<file path="src/rtl/ube_pkg.sv">
// Shared types, constants and helper functions of the unambiguous byte escaper.
package ube_pkg;

    // Character codes used by the renderer.
    localparam logic [7:0] CHAR_BACKSLASH = 8'h5C;
    localparam logic [7:0] CHAR_NEWLINE   = 8'h0A;
    localparam logic [7:0] CHAR_DOLLAR    = 8'h24;
    localparam logic [7:0] CHAR_SPACE     = 8'h20;
    localparam logic [7:0] CHAR_TILDE     = 8'h7E;

    // Input kind codes carried on tuser.
    localparam logic KIND_DATA = 1'b0;
    localparam logic KIND_EOL  = 1'b1;

    // Reset value of the line width register.
    localparam logic [7:0] LINE_WIDTH_RESET = 8'd72;

    // Default depth of the queue between front and back.
    localparam int FIFO_DEPTH_DEFAULT = 4;

    // Longest character sequence one item can cause, and the step counter width.
    localparam int MAX_CHARS  = 6;
    localparam int STEP_WIDTH = $clog2(MAX_CHARS);

    // Kind of piece the back end has to render.
    typedef enum logic [1:0] {
        PIECE_PLAIN,
        PIECE_SHORT,
        PIECE_OCTAL,
        PIECE_EOL
    } piece_t;

    // One job handed from the front to the back.
    typedef struct packed {
        logic       wrap;
        piece_t     piece;
        logic [7:0] data;
    } job_t;

    // Second character of a two-character escape, or zero if there is none.
    function automatic logic [7:0] short_escape(input logic [7:0] b);
        logic [7:0] esc;
        begin
            unique case (b)
                8'h07:   esc = 8'h61; // a
                8'h08:   esc = 8'h62; // b
                8'h0C:   esc = 8'h66; // f
                8'h0A:   esc = 8'h6E; // n
                8'h0D:   esc = 8'h72; // r
                8'h09:   esc = 8'h74; // t
                8'h0B:   esc = 8'h76; // v
                8'h5C:   esc = CHAR_BACKSLASH;
                default: esc = 8'h00;
            endcase
            return esc;
        end
    endfunction

endpackage

</file>
<file path="src/rtl/ube_front.sv">
// Front end: accepts items, classifies each byte and keeps the output column count.
module ube_front
    import ube_pkg::*;
(
    input  logic       aclk,
    input  logic       aresetn,
    // Configuration write channel.
    input  logic       cfg_valid,
    output logic       cfg_ready,
    input  logic [7:0] cfg_data,
    // Input item channel.
    input  logic       s_tvalid,
    output logic       s_tready,
    input  logic [7:0] s_tdata,   // [7:0] data_byte
    input  logic       s_tuser,   // [0] kind
    // Queue write side.
    input  logic       fifo_full,
    output logic       push,
    output job_t       push_job
);

    logic [7:0] line_width_reg;
    logic [7:0] line_width_next;
    logic [7:0] column_count_reg;
    logic [7:0] column_count_next;

    logic [7:0] esc_char;
    piece_t     piece;
    logic [2:0] piece_width;
    logic [8:0] sum;
    logic       wrap;

    assign cfg_ready = 1'b1;
    assign s_tready  = !fifo_full;
    assign push      = s_tvalid && s_tready;

    // Classify the byte and decide on a continuation.
    always_comb begin
        esc_char = short_escape(s_tdata);
        if (s_tuser == KIND_EOL) begin
            piece = PIECE_EOL;
        end else if (s_tdata >= CHAR_SPACE && s_tdata <= CHAR_TILDE
                     && s_tdata != CHAR_BACKSLASH) begin
            piece = PIECE_PLAIN;
        end else if (esc_char != 8'h00) begin
            piece = PIECE_SHORT;
        end else begin
            piece = PIECE_OCTAL;
        end

        case (piece)
            PIECE_PLAIN: piece_width = 3'd1;
            PIECE_SHORT: piece_width = 3'd2;
            default:     piece_width = 3'd4;
        endcase

        sum  = {1'b0, column_count_reg} + {6'd0, piece_width};
        wrap = (piece != PIECE_EOL) && (sum >= {1'b0, line_width_reg});

        push_job.wrap  = wrap;
        push_job.piece = piece;
        push_job.data  = (piece == PIECE_SHORT) ? esc_char : s_tdata;
    end

    // Next values of the column count and the line width.
    always_comb begin
        column_count_next = column_count_reg;
        if (push) begin
            if (piece == PIECE_EOL) begin
                column_count_next = 8'd0;
            end else if (wrap) begin
                column_count_next = {5'd0, piece_width};
            end else begin
                column_count_next = sum[7:0];
            end
        end
        line_width_next = (cfg_valid && cfg_ready) ? cfg_data : line_width_reg;
    end

    always_ff @(posedge aclk) begin
        if (!aresetn) begin
            column_count_reg <= 8'd0;
            line_width_reg   <= LINE_WIDTH_RESET;
        end else begin
            column_count_reg <= column_count_next;
            line_width_reg   <= line_width_next;
        end
    end

endmodule

</file>
<file path="src/rtl/ube_fifo.sv">
// Short job queue that decouples the front end from the back end.
module ube_fifo
    import ube_pkg::*;
#(
    parameter int DEPTH = FIFO_DEPTH_DEFAULT
) (
    input  logic aclk,
    input  logic aresetn,
    input  logic push,
    input  job_t push_job,
    output logic full,
    input  logic pop,
    output logic head_valid,
    output job_t head_job
);

    localparam int PTR_WIDTH = (DEPTH > 1) ? $clog2(DEPTH) : 1;
    localparam int CNT_WIDTH = $clog2(DEPTH + 1);
    localparam logic [PTR_WIDTH-1:0] PTR_LAST = PTR_WIDTH'(DEPTH - 1);
    localparam logic [CNT_WIDTH-1:0] CNT_FULL = CNT_WIDTH'(DEPTH);

    job_t                 slots_reg [DEPTH];
    logic [PTR_WIDTH-1:0] wr_ptr_reg;
    logic [PTR_WIDTH-1:0] wr_ptr_next;
    logic [PTR_WIDTH-1:0] rd_ptr_reg;
    logic [PTR_WIDTH-1:0] rd_ptr_next;
    logic [CNT_WIDTH-1:0] count_reg;
    logic [CNT_WIDTH-1:0] count_next;

    assign full       = (count_reg == CNT_FULL);
    assign head_valid = (count_reg != '0);
    assign head_job   = slots_reg[rd_ptr_reg];

    // Pointer and fill level update.
    always_comb begin
        wr_ptr_next = wr_ptr_reg;
        rd_ptr_next = rd_ptr_reg;
        count_next  = count_reg;
        if (push) begin
            wr_ptr_next = (wr_ptr_reg == PTR_LAST) ? '0 : wr_ptr_reg + 1'b1;
        end
        if (pop) begin
            rd_ptr_next = (rd_ptr_reg == PTR_LAST) ? '0 : rd_ptr_reg + 1'b1;
        end
        if (push && !pop) begin
            count_next = count_reg + 1'b1;
        end else if (pop && !push) begin
            count_next = count_reg - 1'b1;
        end
    end

    always_ff @(posedge aclk) begin
        if (!aresetn) begin
            wr_ptr_reg <= '0;
            rd_ptr_reg <= '0;
            count_reg  <= '0;
        end else begin
            wr_ptr_reg <= wr_ptr_next;
            rd_ptr_reg <= rd_ptr_next;
            count_reg  <= count_next;
        end
    end

    // Job storage needs no reset.
    always_ff @(posedge aclk) begin
        if (push) begin
            slots_reg[wr_ptr_reg] <= push_job;
        end
    end

endmodule

</file>
<file path="src/rtl/ube_back.sv">
// Back end: expands each queued job into output characters, one per cycle while the result channel accepts them.
module ube_back
    import ube_pkg::*;
(
    input  logic       aclk,
    input  logic       aresetn,
    // Queue read side.
    input  logic       head_valid,
    input  job_t       head_job,
    output logic       pop,
    // Result channel.
    output logic       m_tvalid,
    input  logic       m_tready,
    output logic [7:0] m_tdata,   // [7:0] out_char
    output logic       m_tlast    // last
);

    logic [STEP_WIDTH-1:0] step_reg;
    logic [STEP_WIDTH-1:0] step_next;
    logic                  m_tvalid_reg;
    logic                  m_tvalid_next;
    logic [7:0]            m_tdata_reg;
    logic [7:0]            m_tdata_next;
    logic                  m_tlast_reg;
    logic                  m_tlast_next;

    logic                  load;
    logic [STEP_WIDTH-1:0] wrap_len;
    logic [STEP_WIDTH-1:0] body_len;
    logic [STEP_WIDTH-1:0] total_len;
    logic [STEP_WIDTH-1:0] body_step;
    logic [7:0]            cur_char;
    logic                  cur_last;

    assign m_tvalid = m_tvalid_reg;
    assign m_tdata  = m_tdata_reg;
    assign m_tlast  = m_tlast_reg;

    // The output register takes a new character when it is empty or being drained.
    assign load = head_valid && (!m_tvalid_reg || m_tready);
    assign pop  = load && cur_last;

    // Character at the current step of the head job.
    always_comb begin
        wrap_len = head_job.wrap ? STEP_WIDTH'(2) : '0;
        case (head_job.piece)
            PIECE_PLAIN: body_len = STEP_WIDTH'(1);
            PIECE_OCTAL: body_len = STEP_WIDTH'(4);
            default:     body_len = STEP_WIDTH'(2);
        endcase
        total_len = wrap_len + body_len;
        body_step = step_reg - wrap_len;
        cur_last  = (step_reg == total_len - 1'b1);

        if (step_reg < wrap_len) begin
            cur_char = (step_reg == '0) ? CHAR_BACKSLASH : CHAR_NEWLINE;
        end else begin
            unique case (head_job.piece)
                PIECE_PLAIN: cur_char = head_job.data;
                PIECE_SHORT: cur_char = (body_step == '0) ? CHAR_BACKSLASH : head_job.data;
                PIECE_EOL:   cur_char = (body_step == '0) ? CHAR_DOLLAR : CHAR_NEWLINE;
                default: begin
                    // Backslash followed by three octal digits, most significant first.
                    case (body_step)
                        STEP_WIDTH'(1): cur_char = {6'b001100, head_job.data[7:6]};
                        STEP_WIDTH'(2): cur_char = {5'b00110, head_job.data[5:3]};
                        STEP_WIDTH'(3): cur_char = {5'b00110, head_job.data[2:0]};
                        default:        cur_char = CHAR_BACKSLASH;
                    endcase
                end
            endcase
        end
    end

    // Step counter and output register next values.
    always_comb begin
        step_next     = step_reg;
        m_tvalid_next = m_tvalid_reg;
        m_tdata_next  = m_tdata_reg;
        m_tlast_next  = m_tlast_reg;
        if (load) begin
            step_next     = cur_last ? '0 : step_reg + 1'b1;
            m_tvalid_next = 1'b1;
            m_tdata_next  = cur_char;
            m_tlast_next  = cur_last;
        end else if (m_tready) begin
            m_tvalid_next = 1'b0;
        end
    end

    always_ff @(posedge aclk) begin
        if (!aresetn) begin
            step_reg     <= '0;
            m_tvalid_reg <= 1'b0;
        end else begin
            step_reg     <= step_next;
            m_tvalid_reg <= m_tvalid_next;
        end
    end

    // Output payload needs no reset.
    always_ff @(posedge aclk) begin
        m_tdata_reg <= m_tdata_next;
        m_tlast_reg <= m_tlast_next;
    end

endmodule

</file>
<file path="src/rtl/unambiguous_byte_escaper_core.sv">
// Path: an accepted item is written into the job queue, and its first character then enters the
// output register, which drives the result channel; each further character follows when not stalled.
// Throughput: one character per cycle while jobs are queued and m_tready holds; an item causes one
// to six characters, so the output register and its step counter set the rate.
// The front end accepts one item per cycle while the job queue has room.
// Reset (aresetn low, synchronous) empties the queue, clears the column count and
// sets the line width to 72; no clearing pass is needed.
module unambiguous_byte_escaper_core
    import ube_pkg::*;
#(
    parameter int FIFO_DEPTH = FIFO_DEPTH_DEFAULT
) (
    input  logic       aclk,
    input  logic       aresetn,
    // Configuration write channel: line_width.
    input  logic       cfg_valid,
    output logic       cfg_ready,
    input  logic [7:0] cfg_data,
    // Input item channel.
    input  logic       s_tvalid,
    output logic       s_tready,
    input  logic [7:0] s_tdata,   // [7:0] data_byte
    input  logic       s_tuser,   // [0] kind
    // Result item channel.
    output logic       m_tvalid,
    input  logic       m_tready,
    output logic [7:0] m_tdata,   // [7:0] out_char
    output logic       m_tlast    // last
);

    logic push;
    job_t push_job;
    logic fifo_full;
    logic pop;
    logic head_valid;
    job_t head_job;

    // Classification and column tracking.
    ube_front u_front (
        .aclk      (aclk),
        .aresetn   (aresetn),
        .cfg_valid (cfg_valid),
        .cfg_ready (cfg_ready),
        .cfg_data  (cfg_data),
        .s_tvalid  (s_tvalid),
        .s_tready  (s_tready),
        .s_tdata   (s_tdata),
        .s_tuser   (s_tuser),
        .fifo_full (fifo_full),
        .push      (push),
        .push_job  (push_job)
    );

    // Job queue between the two halves.
    ube_fifo #(
        .DEPTH (FIFO_DEPTH)
    ) u_fifo (
        .aclk       (aclk),
        .aresetn    (aresetn),
        .push       (push),
        .push_job   (push_job),
        .full       (fifo_full),
        .pop        (pop),
        .head_valid (head_valid),
        .head_job   (head_job)
    );

    // Character generation.
    ube_back u_back (
        .aclk       (aclk),
        .aresetn    (aresetn),
        .head_valid (head_valid),
        .head_job   (head_job),
        .pop        (pop),
        .m_tvalid   (m_tvalid),
        .m_tready   (m_tready),
        .m_tdata    (m_tdata),
        .m_tlast    (m_tlast)
    );

`ifndef SYNTH
    // A job leaves the queue only while one is present.
    assert property (@(posedge aclk) disable iff (!aresetn) pop |-> head_valid)
        else $error("job popped from an empty queue");

    // A job leaves the queue only when its final character enters a free output register.
    assert property (@(posedge aclk) disable iff (!aresetn)
        pop |-> (!m_tvalid || m_tready))
        else $error("job popped while the output register is stalled");

    // The final character of a job always carries the last flag in the cycle after its pop.
    assert property (@(posedge aclk) disable iff (!aresetn) pop |=> (m_tvalid && m_tlast))
        else $error("job completed without a last character");

    // A full queue always holds a job.
    assert property (@(posedge aclk) disable iff (!aresetn) fifo_full |-> head_valid)
        else $error("queue reports full and empty at once");
`endif

endmodule
</file>
<file path="config.mk">
export PLATFORM = sky130hd
export DESIGN_NAME = unambiguous_byte_escaper_core
export DESIGN_NICKNAME = d
export VERILOG_FILES = /design/src/rtl/ube_pkg.sv /design/src/rtl/ube_front.sv /design/src/rtl/ube_fifo.sv /design/src/rtl/ube_back.sv /design/src/rtl/unambiguous_byte_escaper_core.sv
export SDC_FILE = /design/constraint.sdc
export NUM_CORES = 1
export LEC_CHECK = 0
export BUFFER_PORTS_ARGS = -buffer_cell sky130_fd_sc_hd__buf_2
export CORE_MARGIN = 2
export CORE_UTILIZATION = 45
export CTS_BUF_LIST = sky130_fd_sc_hd__clkbuf_4
export CTS_CLUSTER_DIAMETER = 120
export CTS_CLUSTER_SIZE = 28
export DETAILED_ROUTE_END_ITERATION = 7
export GPL_ROUTABILITY_DRIVEN = 0
export PLACE_DENSITY = 0.64
export SLEW_MARGIN = 15
export SYNTH_ARGS = -nofsm -noshare
export SYNTH_HDL_FRONTEND = slang
export SYNTH_SLANG_ARGS = --single-unit
</file>
<file path="constraint.sdc">
create_clock -name aclk -period 5.5 [get_ports aclk]
set_input_delay 0.825 -clock aclk [delete_from_list [all_inputs] [get_ports aclk]]
set_output_delay 0.825 -clock aclk [all_outputs]
set_load 0.02 [all_outputs]
</file>
# Word level (Yosys, flattened, before mapping)
# Memory sizes are Yosys's and may differ from the RTL's. A register that Yosys moved wholly into a read port is not among the register bits.
# Cells that the tools add are included.
classes:
  n_addsub: 9
  multipliers: 0
  div: 0
  magnitude_cmp: 4
  eq_ne: 22
  shift: 0
  n_mux: 27
  n_bitwise: 0
  reduce_logical: 21
ops:
  columns: ["cell", "n"]
  rows:
  - ["$pmux W7 S8", 1]
  - ["$eq A8 B4 Y1 const B", 6]
  - ["$mux W8", 5]
  - ["$pmux W8 S3", 1]
  - ["$pmux W7 S3", 1]
  - ["$mux W2", 8]
  - ["$pmux W3 S2", 2]
  - ["$eq A2 B2 Y1 const B", 5]
  - ["$add A8 B3 Y9", 1]
  - ["$ge A9 B8 Y1", 1]
  - ["$mux W3", 3]
  - ["$eq A8 B3 Y1 const B", 1]
  - ["$eq A8 B7 Y1 const B", 1]
  - ["$ge A8 B6 Y1 const B", 1]
  - ["$le A8 B7 Y1 const B", 1]
  - ["$logic_and A1 B1 Y1", 8]
  - ["$ne A8 B7 Y1 const B", 1]
  - ["$reduce_bool A8 Y1", 1]
  - ["$mux W7", 1]
  - ["$add A3 B1 Y3 const B", 2]
  - ["$eq A3 B2 Y1 const B", 2]
  - ["$logic_not A3 Y1", 2]
  - ["$mux W6", 1]
  - ["$sub A3 B1 Y3 const B", 2]
  - ["15 further kinds", 25]
totals:
  reg_bits: 36
  latch_bits: 0
  ramBits: 44
  mem_bits_ro: 0
  input_bits: 22
  output_inout_bits: 12
  wordCells: 93
  mem_count: 1
memory_table:
  columns: ["memory", "words", "width", "read_ports", "rd_clocked_by_memory_dff", "wr", "line_no", "source"]
  rows:
  - ["u_fifo.slots_reg", 4, 11, 1, 1, 1, "ube_fifo.sv:22", "job_t slots_reg [DEPTH];"]

# Depth between registers and ports, before layout
# Gate-level depths: netlist (run 1).
logic_depth:
  word_depth: 13
  mapped_depth: 18
  ltp_nobuf: 16

# Modules after synthesis
# A second synthesis (run 1) with hierarchy kept.
unflattened:
  cells_unflattened: 364
  hier_area_um2: 4325.4
by_module_without_submodules:
  columns: ["module", "n_inst", "cells_per_inst", "area_each_um2", "seq_area_each_um2"]
  rows:
  - ["ube_fifo", 1, 101, 2048.2, 1501.4]
  - ["ube_front", 1, 161, 1353.8, 320.3]
  - ["ube_back", 1, 102, 923.4, 350.3]

# Worst setup path after synthesis (run 1)
# Ideal clock, no wire load.
synth_path:
  path_type: "in2reg"
  startpoint: "input port s_tdata[5]"
  endpoint: "memory u_fifo.slots_reg[0][10] (netlist bit) (data pin)"
  setup_time_ns: 0.274
  arrival_time_ns: 4.175
  t_required_ns: 5.226
  slack_ns: 1.051
  stages: 14
  path_buffers: 1
  path_cell_list: "or4_1 a21o_1 a21oi_2 inv_1 fa_1 nor2b_1 o21ai_0 xnor2_1 ha_1 a21o_1 a221oi_1 o211ai_1 clkbuf_1 nor2b_1"
synth_rtl:
  columns: ["element", "line_no", "source"]
  rows:
  - ["from (decl)", "unambiguous_byte_escaper_core.sv:22", "input logic [7:0] s_tdata,"]
  - ["to (decl)", "ube_fifo.sv:22", null]

# Final worst setup path (run 1)
layout_path:
  startpoint: "input port s_tdata[5]"
  endpoint: "register u_front.column_count_reg[3]"
layout_between:
  elab_chain_cells: 13
  elab_cells_between_ends: 28
  cone_classes: "1 x add/sub; 3 x order compare; 12 x eq/ne; 7 x mux; 5 x reduce/logical"
layout_rtl:
  columns: ["element", "line_no", "source"]
  rows:
  - ["$eq A8 B7 Y1 (tied with other cells)", "ube_pkg.sv:44", "unique case (b)"]
  - ["$pmux W7 S8", "ube_pkg.sv:44", null]
  - ["$reduce_bool A8 Y1", "ube_front.sv:45", "end else if (esc_char != 8'h00) begin"]
  - ["$mux W2", "ube_front.sv:45", null]
  - ["$mux W2 *", "ube_front.sv:42", "end else if (s_tdata >= CHAR_SPACE && s_tdata <= CHAR_TILDE"]
  - ["$mux W2 *", "ube_front.sv:40", "if (s_tuser == KIND_EOL) begin"]
  - ["$eq A2 B1 Y1 / $logic_not A2 Y1 (equally long branches)", "ube_front.sv:51", "case (piece)"]
  - ["$pmux W3 S2", "ube_front.sv:51", null]
  - ["$add A8 B3 Y9", "ube_front.sv:57", "sum = {1'b0, column_count_reg} + {6'd0, piece_width};"]
  - ["$ge A9 B8 Y1", "ube_front.sv:58", "wrap = (piece != PIECE_EOL) && (sum >= {1'b0, line_width_reg});"]
  - ["$logic_and A1 B1 Y1", "ube_front.sv:58", null]
  - ["$mux W8", "ube_front.sv:71", "end else if (wrap) begin"]
  - ["$mux W8 *", "ube_front.sv:69", "if (piece == PIECE_EOL) begin"]
  - ["to (signal assigned)", "ube_front.sv:85", "column_count_reg <= column_count_next;"]
  - ["to (decl)", "ube_front.sv:24", "logic [7:0] column_count_reg;"]
# Mark *: on every way between the ends. The rest lies on a longest branch, timed or not.
# A chain may end at the register's enable or synchronous reset.

==> impl_metrics.tcl, run 1 <==
set metrics [dict create \
    status "finished, final reports clean" \
    antenna_left 0 \
    core_area_mm2 0.00924 \
    clockBufferDepth 2 \
    hold_viol 0 \
    largest_reg_flops 44 \
    clkLatencyLatePin_ns 0.41 \
    fin_tns_setup_ns 0 \
    worst_pin_slew_ns 0.905 \
    wl_per_cell_um 14.8 \
    synthArstFlopShare_pct 0 \
    ys.flop_type "edfxtp_1" \
    layout_common_cells "edfxtp_1 (53), buf_2 (32), dfxtp_1 (29)" \
    place_inst 505 \
    skew_ns 0.0139 \
    drc 0 \
    cts_buffers 9 \
    place_ws_ns 0.384 \
    cts_root_buf "clkbuf_4" \
    path_max_fanout 12 \
    grt_pass1_vias 2688 \
    crit_slowest_cell "or4_1" \
    rsz0062_at_grt "no" \
    layout_commonest_cell "edfxtp_1" \
    p_per_area_mw_per_mm2 392 \
    area_growth_pct 9.42 \
    max_freq_mhz 212 \
    worstSetupStartpointType "primary input" \
    ctsHoldBuffers 0 \
    path_common_cell "a21o_1" \
    htreeDepth 3 \
    ctsResizeCount 0 \
    cap_violations 0 \
    cp.required_ns 5.86 \
    grt_max_degree 27 \
    dr.first_iter.drc_count 94 \
    rows 35 \
    design_area_mm2 0.00468 \
    finalNonFillerCells 521 \
    antenna_found_initial 0 \
    die_h_um 102 \
    yosys_register_bits 82 \
    dpl_cell_area_mm2 0.00452 \
    synth_top_cell_area_share_pct 37.2 \
    antenna_cells 0 \
    synth_edf_count 53 \
    yosys.area.top_type "edfxtp_1" \
    slew_headroom_pct 39.4 \
    fin_crit_ns 4.72 \
    seq_area_frac_synth_pct 50.8 \
    clk_pin_slew_ns 0.12 \
    routed_wl_um 7710 \
    worst_ir_drop_vdd_v 0.000174 \
    period_share_pct 85.9 \
    grt_pass1_wl_um 13100 \
    synth.net_count 408 \
    cts_tree "yes" \
    cp_data_arrival_time_ns 5.08 \
    hold_path_class "flip-flop to flip-flop" \
    dp_hpwl_um 5650 \
    p_leak_nw 1.84 \
    path_cells "buf_2 > or4_1 > a21o_1 > a21oi_2 > inv_1 > fa_1 > nor2b_1 > o21ai_0 > xnor2_1 > ha_1 > a21o_1 > a221oi_1 > o211ai_1 > o311ai_0 > o21a_1" \
    worstSetupEndpointType "flip-flop" \
    ys_warn_count 0 \
    maxSlewViolCount 0 \
    vias 2764 \
    avgSynthCellArea_um2 11.9 \
    viasPerCell 5.31 \
    grt_overflow_total 0 \
    dieArea_mm2 0.0103 \
    fin_nets 434 \
    post-cts-setup-buffer-count 0 \
    syn_area_mm2 0.00428 \
    io_buffers 32 \
    die_x_um 102 \
    critPathMaxStageDelay_ns 0.57 \
    initial_core_util_pct 46.3 \
    syn_inst 361 \
    synthTopCellsByArea "edfxtp_1 (37%), dfxtp_1 (14%), ha_1 (6.7%)" \
    cts.sinks 82 \
    drive_gt1_share_pct 15.3 \
    setup_viol 0 \
    critPathKind "primary input to flip-flop" \
    yosysUniqueCellTypes 64 \
    ioPinCount 34 \
    setup_slack_ns 0.777 \
    firstDrtPassIters 4 \
    grt_usage_pct 16.5 \
]
## stage by stage
step	total power [mW]	hold slack (ns)	util [%]
floorplan	1.32	0.432	-
global route	1.96	0.521	50.7
detailed placement	1.46	0.462	49.0
global placement	1.45	0.457	49.0
finish	1.84	0.488	50.7
CTS	1.85	0.487	50.7
## worst max-delay path, delay by kind of cell
| family | cells | cell delay, ns |
|---|---|---|
| compound gates | 8 | 2.21 |
| xor+xnor | 1 | 0.19 |
| fa+ha+maj | 2 | 0.74 |
| buf+inv | 2 | 0.27 |
| simple gates | 2 | 0.83 |
## cell usage after synthesis, types with 4 or more instances
| master | number |
|---|---|
| xnor2_1 | 7 |
| ha_1 | 23 |
| o21ai_0 | 10 |
| nor3_1 | 9 |
| and2_1 | 4 |
| a21o_1 | 6 |
| dfxtp_1 | 29 |
| edfxtp_1 | 53 |
| inv_1 | 28 |
| mux4_1 | 9 |
| nand3_1 | 7 |
| nand2_1 | 28 |
| nor2b_1 | 12 |
| mux2i_1 | 11 |
| nor2_1 | 12 |
| and3_1 | 10 |
| clkbuf_1 | 16 |
| a21oi_1 | 9 |
## final cells by class
cell class              instances  area (um^2)
well taps                     129          161
multi-input cells             232         1910
repair buffers                 34          175
fillers                       834         4560
clock buffers                  10         75.1
flip-flops and latches         82         2170
inverters                      28          105
clock inverters                 6         81.3
## final timing paths
kind                                from                           to  slack, ns  cells after the start
max                           s_tdata[5]  u_front.column_count_reg[3]       0.78                     15
min          u_front.column_count_reg[2]  u_front.column_count_reg[2]       0.49                      1
max reg2reg                    flip-flop          u_fifo.count_reg[2]       1.36                     17
min reg2reg  u_front.column_count_reg[2]  u_front.column_count_reg[2]       0.49                      1
## report_power, final
| group | total, mW | internal, mW | switching (mW) |
|---|---|---|---|
| sequential | 0.828 | 0.780 | 0.0476 |
| clock | 0.390 | 0.187 | 0.203 |
| combinational | 0.618 | 0.264 | 0.354 |
## kinds of logic (layout without fill, tap and decap cells)
family | count (synthesis) | in the layout | share of synthesized area, %
buf+inv | 47 | 78 | 4.56
flops | 82 | 82 | 50.8
compound gates | 64 | 64 | 10.8
fa+ha+maj | 25 | 25 | 7.66
xor+xnor | 12 | 12 | 3.13
simple gates | 106 | 106 | 13.3
other cells | 1 | 1 | 0.0877
mux | 24 | 24 | 9.68
## routing by layer
layer	part of all wire, %	track usage, %
met1	47	21.8
met2	49	27.4
met3	2.3	3.31
met4	1.1	5.30
met5	0	0
Power figures use the tool's default switching activity.
==> run 2, diff against run 1 <==
ABC_AREA = 1   (was unset)
CELL_PAD_IN_SITES_DETAIL_PLACEMENT = 0   (was unset)
CELL_PAD_IN_SITES_GLOBAL_PLACEMENT = 1   (was unset)
CORE_UTILIZATION = 43   (was 45)
PLACE_DENSITY = 0.76   (was 0.64)
==> run 2 against run 1 <==
Power grew 28%. Critical path type unchanged. Largest power group is now combinational logic. Sequential power grew 2%. Cell count grew 31%. Sequential share of layout area shrank 2.1 points. Critical endpoint is now u_front.column_count_reg[6].
==> impl_metrics.tcl, run 2 <==
set metrics [dict create \
    status "finished, final reports clean" \
    dr.first_iter.drc_count 158 \
    clk_pin_slew_ns 0.12 \
    antenna_cells 0 \
    clockBufferDepth 2 \
    io_buffers 32 \
    cts.sinks 82 \
    grt_pass1_vias 3070 \
    worstSetupEndpointType "flip-flop" \
    cts_buffers 9 \
    p_leak_nw 2.18 \
    ioPinCount 34 \
    fin_nets 591 \
    yosys_register_bits 82 \
    drc 0 \
    syn_inst 512 \
    regArea_mm2 0.00217 \
    grt_overflow_total 0 \
    avgSynthCellArea_um2 8.71 \
    clkLatencyLatePin_ns 0.44 \
    grt_max_degree 24 \
    p_per_area_mw_per_mm2 480 \
    ys.flop_type "edfxtp_1" \
    antenna_left 0 \
    yosysUniqueCellTypes 43 \
    firstDrtPassIters 5 \
    die_x_um 106 \
    place_inst 669 \
    whs_path_depth 2 \
    rrSetupSlack_ns 1.63 \
    rsz0062_at_grt "no" \
    cts_tree "yes" \
    seq_area_frac_synth_pct 48.7 \
    initial_core_util_pct 43.8 \
    cp_data_arrival_time_ns 4.46 \
    synthTopCellsByArea "edfxtp_1 (36%), dfxtp_1 (13%), nand2_1 (10%)" \
    hold_path_class "flip-flop to flip-flop" \
    antenna_found_initial 0 \
    path_max_fanout 10 \
    worst_pin_slew_ns 1.09 \
    fillers 1009 \
    synth_commonest_cells "nand2_1 (122), inv_1 (71), edfxtp_1 (53)" \
    hold_end "u_front.column_count_reg[0]" \
    worstSetupStartpointType "primary input" \
    yosys.area.top_type "edfxtp_1" \
    die_h_um 106 \
    max_freq_mhz 245 \
    area_growth_pct 10.1 \
    syn_area_mm2 0.00446 \
    worst_ir_drop_vdd_v 0.000277 \
    viasPerCell 4.76 \
    rows 37 \
    synth_edf_count 53 \
    grt_pass1_wl_um 14300 \
    fin_tns_setup_ns 0 \
    drive_gt1_share_pct 13.5 \
    dp_hpwl_um 6260 \
    p_total_mw 2.36 \
    core_area_mm2 0.0102 \
    largest_reg_flops 44 \
    htreeDepth 3 \
    fin_crit_ns 4.09 \
    setup_viol 0 \
    post-cts-setup-buffer-count 0 \
    ctsResizeCount 0 \
    maxSlewViolCount 0 \
    cap_violations 0 \
    ff2ff_path_depth 19 \
    ctsHoldBuffers 0 \
    routed_wl_um 8480 \
    skew_ns 0.00847 \
    dieArea_mm2 0.0112 \
    hold_viol 0 \
    synth.net_count 559 \
    multi_input_area_mm2 0.00193 \
    cts_root_buf "clkbuf_4" \
    critPathKind "primary input to flip-flop" \
    wl_per_cell_um 12.4 \
    yosysMostFrequentCell "nand2_1" \
    r2r-end "u_fifo.count_reg[2]" \
    vias 3258 \
    layout_commonest_cell "nand2_1" \
    synthArstFlopShare_pct 0 \
    cp.required_ns 5.87 \
    slew_headroom_pct 27.0 \
    layout_common_cells "nand2_1 (122), inv_1 (71), edfxtp_1 (53)" \
    ys_warn_count 0 \
    period_share_pct 74.3 \
    worstHoldStart "u_front.column_count_reg[0]" \
    synth_top_cell_area_share_pct 35.7 \
    finalNonFillerCells 685 \
    grt_usage_pct 16.4 \
]
==> run 2: where the power goes <==
group	internal (mW)	total, mW	switching, mW
Combinational	0.363	1.08	0.715
Clock	0.233	0.431	0.198
Sequential	0.801	0.846	0.0454
Total	1.40	2.36	0.958
==> run 2: worst max-delay path: stages <==
cell and delay (ns):
buf_2 0.13, inv_1 0.09, nand2_1 0.07, nor2_2 0.23, inv_1 0.10, nor2_2 0.15, nor3_2 0.08, nor2_2 0.17
inv_2 0.13, fa_1 0.44, o21ai_1 0.26, nand3_1 0.12, xnor2_1 0.22, ha_1 0.28, nand2_1 0.06, inv_1 0.05
nand2_1 0.05, nor2_1 0.03, nor2_1 0.08, nand2_1 0.06, nand2_1 0.13, nand2_1 0.12, nor2_1 0.32, nand2_1 0.11
a21oi_1 0.14
==> run 2: worst max path at each step <==
stage,depth (start not counted),start,slack (ns),endpoint
after floorplan,24,s_tdata[6],1.63,u_front.column_count_reg[5]
after global routing,25,s_tdata[7],0.98,u_front.column_count_reg[6]
final,25,s_tdata[7],1.41,u_front.column_count_reg[6]
after global placement,25,s_tdata[7],1.11,u_front.column_count_reg[6]
after CTS,25,s_tdata[7],1.40,u_front.column_count_reg[6]
after detailed placement,25,s_tdata[7],0.94,u_front.column_count_reg[6]
==> run 2: routing by layer <==
layer  GRT usage (%)  share of wire [%]  vias to the layer above
li1                -                  -                     1748
met1            20.4                 47                     1459
met2            27.8                 48                       37
met3            2.41                2.8                       14
met4            7.89                2.2                        0
met5               0                  0                        -
==> run 2: area by class of cell <==
type,count,share of cell area (%)
flip-flops and latches,82,44.3
multi-input cells,343,39.4
inverters,75,5.79
well taps,136,3.47
repair buffers,33,3.42
clock inverters,6,2.14
clock buffers,10,1.53
==> run 2: cells by family (layout without fill, tap and decap cells) <==
family,after synthesis,count (layout),synth area share (%)
simple gates,219,219,23.1
fa+ha+maj,25,25,7.35
buf+inv,87,124,7.91
flops,82,82,48.7
other cells,1,1,0.0841
compound gates,87,87,10.5
xor+xnor,11,11,2.33
==> run 2: stage by stage <==
step	hold WS [ns]	cell area (um^2)	setup slack (ns)	utilization [%]
after floorplan	0.437	4460	1.63	-
after global placement	0.462	4730	1.11	46.4
after detailed placement	0.466	4730	0.942	46.4
after CTS	0.486	4910	1.40	48.2
after global routing	0.515	4910	0.981	48.2
final	0.483	4910	1.41	48.2
==> run 3, diff against run 2 <==
ABC_AREA = 0   (was 1)
PLACE_DENSITY = 0.73   (was 0.76)
clock period = 4.3 ns   (was 5.5 ns; I/O delays follow)
==> run 3 against run 2 <==
Combinational power down 24%. Clock skew up 0.0083 ns. Core utilization up 2.3 points. Global-route usage down 0.84 points. First-iteration DRC count down 42%. Critical endpoint is now u_front.column_count_reg[1]. Largest cell class unchanged. Largest power group is now registers.
==> impl_metrics.tcl, run 3 (same netlist as run 1, synthesis figures left out) <==
set metrics [dict create \
    hold_viol 0 \
    rrSetupSlack_ns 0.33 \
    grt_max_degree 27 \
    cts.sinks 82 \
    ioPinCount 34 \
    clk_pin_slew_ns 0.14 \
    clockBufferDepth 2 \
    dr.first_iter.drc_count 91 \
    slew_headroom_pct 62.2 \
    wl_met1_um 3790 \
    drc 0 \
    antenna_cells 0 \
    design_area_mm2 0.00491 \
    p_leak_nw 1.99 \
    max_freq_mhz 246 \
    status "finished, final reports clean" \
    hold_path_class "primary input to flip-flop" \
    dp_hpwl_um 5820 \
    crit_slowest_cell "or4_1" \
    path_cells "buf_2 > or4_1 > a21o_1 > buf_4 > nand2_1 > o21bai_1 > ha_1 > nor2b_2 > o21ai_0 > xnor2_1 > ha_1 > and3_1 > a221oi_1 > o211ai_1 > buf_4 > buf_4 > mux2i_1 > o22ai_1" \
    rows 36 \
    antenna_left 0 \
    worst_ir_drop_vdd_v 0.000194 \
    worstSetupStartpointType "primary input" \
    layout_commonest_cell "edfxtp_1" \
    setup_slack_ns 0.227 \
    core_area_mm2 0.00973 \
    initial_core_util_pct 44.0 \
    htreeDepth 3 \
    startpoint "s_tdata[5]" \
    finish.utilization_pct 50.5 \
    critPathMaxStageDelay_ns 0.55 \
    p_per_area_mw_per_mm2 476 \
    dieArea_mm2 0.0108 \
    crit_buf_inv 4 \
    die_h_um 104 \
    highest_layer "met4" \
    cp.required_ns 4.60 \
    cp_data_arrival_time_ns 4.37 \
    place_ws_ns -0.213 \
    p_total_mw 2.34 \
    maxSlewViolCount 0 \
    grt_pass1_vias 2859 \
    firstDrtPassIters 4 \
    cpLargestDelayFamily "compound AO/OA/AOI/OAI gates" \
    setup_viol 0 \
    viasPerCell 5.14 \
    wl_met2_um 3800 \
    fin_crit_ns 4.07 \
    ctsHoldBuffers 0 \
    cap_violations 0 \
    skew_ns 0.0168 \
    io_buffers 32 \
    endpoint "u_front.column_count_reg[1]" \
    cts_tree "yes" \
    cp.depth 18 \
    die_x_um 104 \
    clkLatencyLatePin_ns 0.42 \
    path_common_cell "buf_4" \
    worst_pin_slew_ns 0.562 \
    ff2ff_path_depth 15 \
    antenna_found_initial 0 \
    grt_overflow_total 0 \
    worstSetupEndpointType "flip-flop" \
    r2r-end "u_fifo.count_reg[2]" \
    path_max_fanout 7 \
    fin_nets 465 \
    period_share_pct 94.7 \
    drive_gt1_share_pct 22.2 \
    largest_reg_flops 44 \
    cts_root_buf "clkbuf_4" \
    cts_buffers 9 \
    grt_usage_pct 15.5 \
    met3_length_um 207 \
    vias 2860 \
    dpl_cell_area_mm2 0.00475 \
    critPathKind "primary input to flip-flop" \
    routed_wl_um 7850 \
    grt_pass1_wl_um 13500 \
    area_growth_pct 14.9 \
    layout_common_cells "edfxtp_1 (53), buf_4 (33), buf_2 (32)" \
    wl_per_cell_um 14.1 \
]
## run 3: changes by cell type in the layout (fill, tap and decap cells not counted), sizes merged, moves of 5 or more
cell / before / now
nand2: 128 / 28
inv: 75 / 29
nand3: 27 / 7
mux4: 0 / 11
and3: 1 / 10
a21oi: 29 / 10
nor2b: 0 / 13
o21ai: 43 / 10
buf: 33 / 65
nor2: 48 / 12
mux2i: 0 / 11
a21o: 1 / 6
## run 3: how the worst min path moves through the flow
| stage | endpoint | startpoint | cells after the start |
|---|---|---|---|
| after floorplan | u_front.column_count_reg[0] | u_front.column_count_reg[0] | 2 |
| after global placement | u_front.column_count_reg[0] | u_front.column_count_reg[0] | 2 |
| after detailed placement | u_front.column_count_reg[2] | u_front.column_count_reg[2] | 1 |
| after CTS | u_front.line_width_reg[6] | cfg_data[6] | 3 |
| after global routing | u_front.line_width_reg[6] | cfg_data[6] | 3 |
| final | u_front.line_width_reg[6] | cfg_data[6] | 3 |
## run 3: worst register-to-register path, cell delays in order (launching register included)
cell and delay [ns]:
dfxtp_1 0.45, buf_4 0.21, mux4_2 0.62, nor2_1 0.19, ha_1 0.21, xnor3_1 0.23, and3_1 0.19, a311o_1 0.27
and3_1 0.25, inv_1 0.08, ha_1 0.17, inv_1 0.06, fa_1 0.37, xor2_1 0.17, or3_1 0.30, a21boi_0 0.15
## run 3: cell type report
type                            count  area, um^2
Multi-Input combinational cell    232        1920
Sequential cell                    82        2170
Clock inverter                      5        63.8
Timing Repair Buffer               65         408
Fill cell                         916        4810
Tap cell                          133         166
Clock buffer                       11        82.6
Inverter                           28         105
## run 3: power breakdown
part	leakage [nW]	internal (mW)	switching (mW)	total [mW]
clock network	0.0777	0.195	0.264	0.458
logic	1.18	0.361	0.458	0.819
registers	0.728	0.998	0.0639	1.06
## run 3: layer usage
metal  global-route usage, %  vias to the layer above
met5                       0                        -
met1                    20.2                     1360
met3                    3.21                        6
li1                        -                     1451
met2                    26.3                       43
met4                    4.63                        0
## run 3: timing repair
action / 4_1_cts / 5_1_grt
buffers inserted: 0 / 2
setup endpoints to repair: 0 / 4
gates resized for setup: 0 / 3
hold endpoints to repair: 0 / 0
## run 3: metrics by stage
stage / instances / setup TNS [ns] / hold slack (ns)
after floorplan: 361 / 0 / 0.432
after global placement: 538 / -0.827 / 0.453
after detailed placement: 538 / -1.69 / 0.461
after CTS: 554 / 0 / 0.410
after global routing: 556 / -0.0273 / 0.416
final: 556 / 0 / 0.430
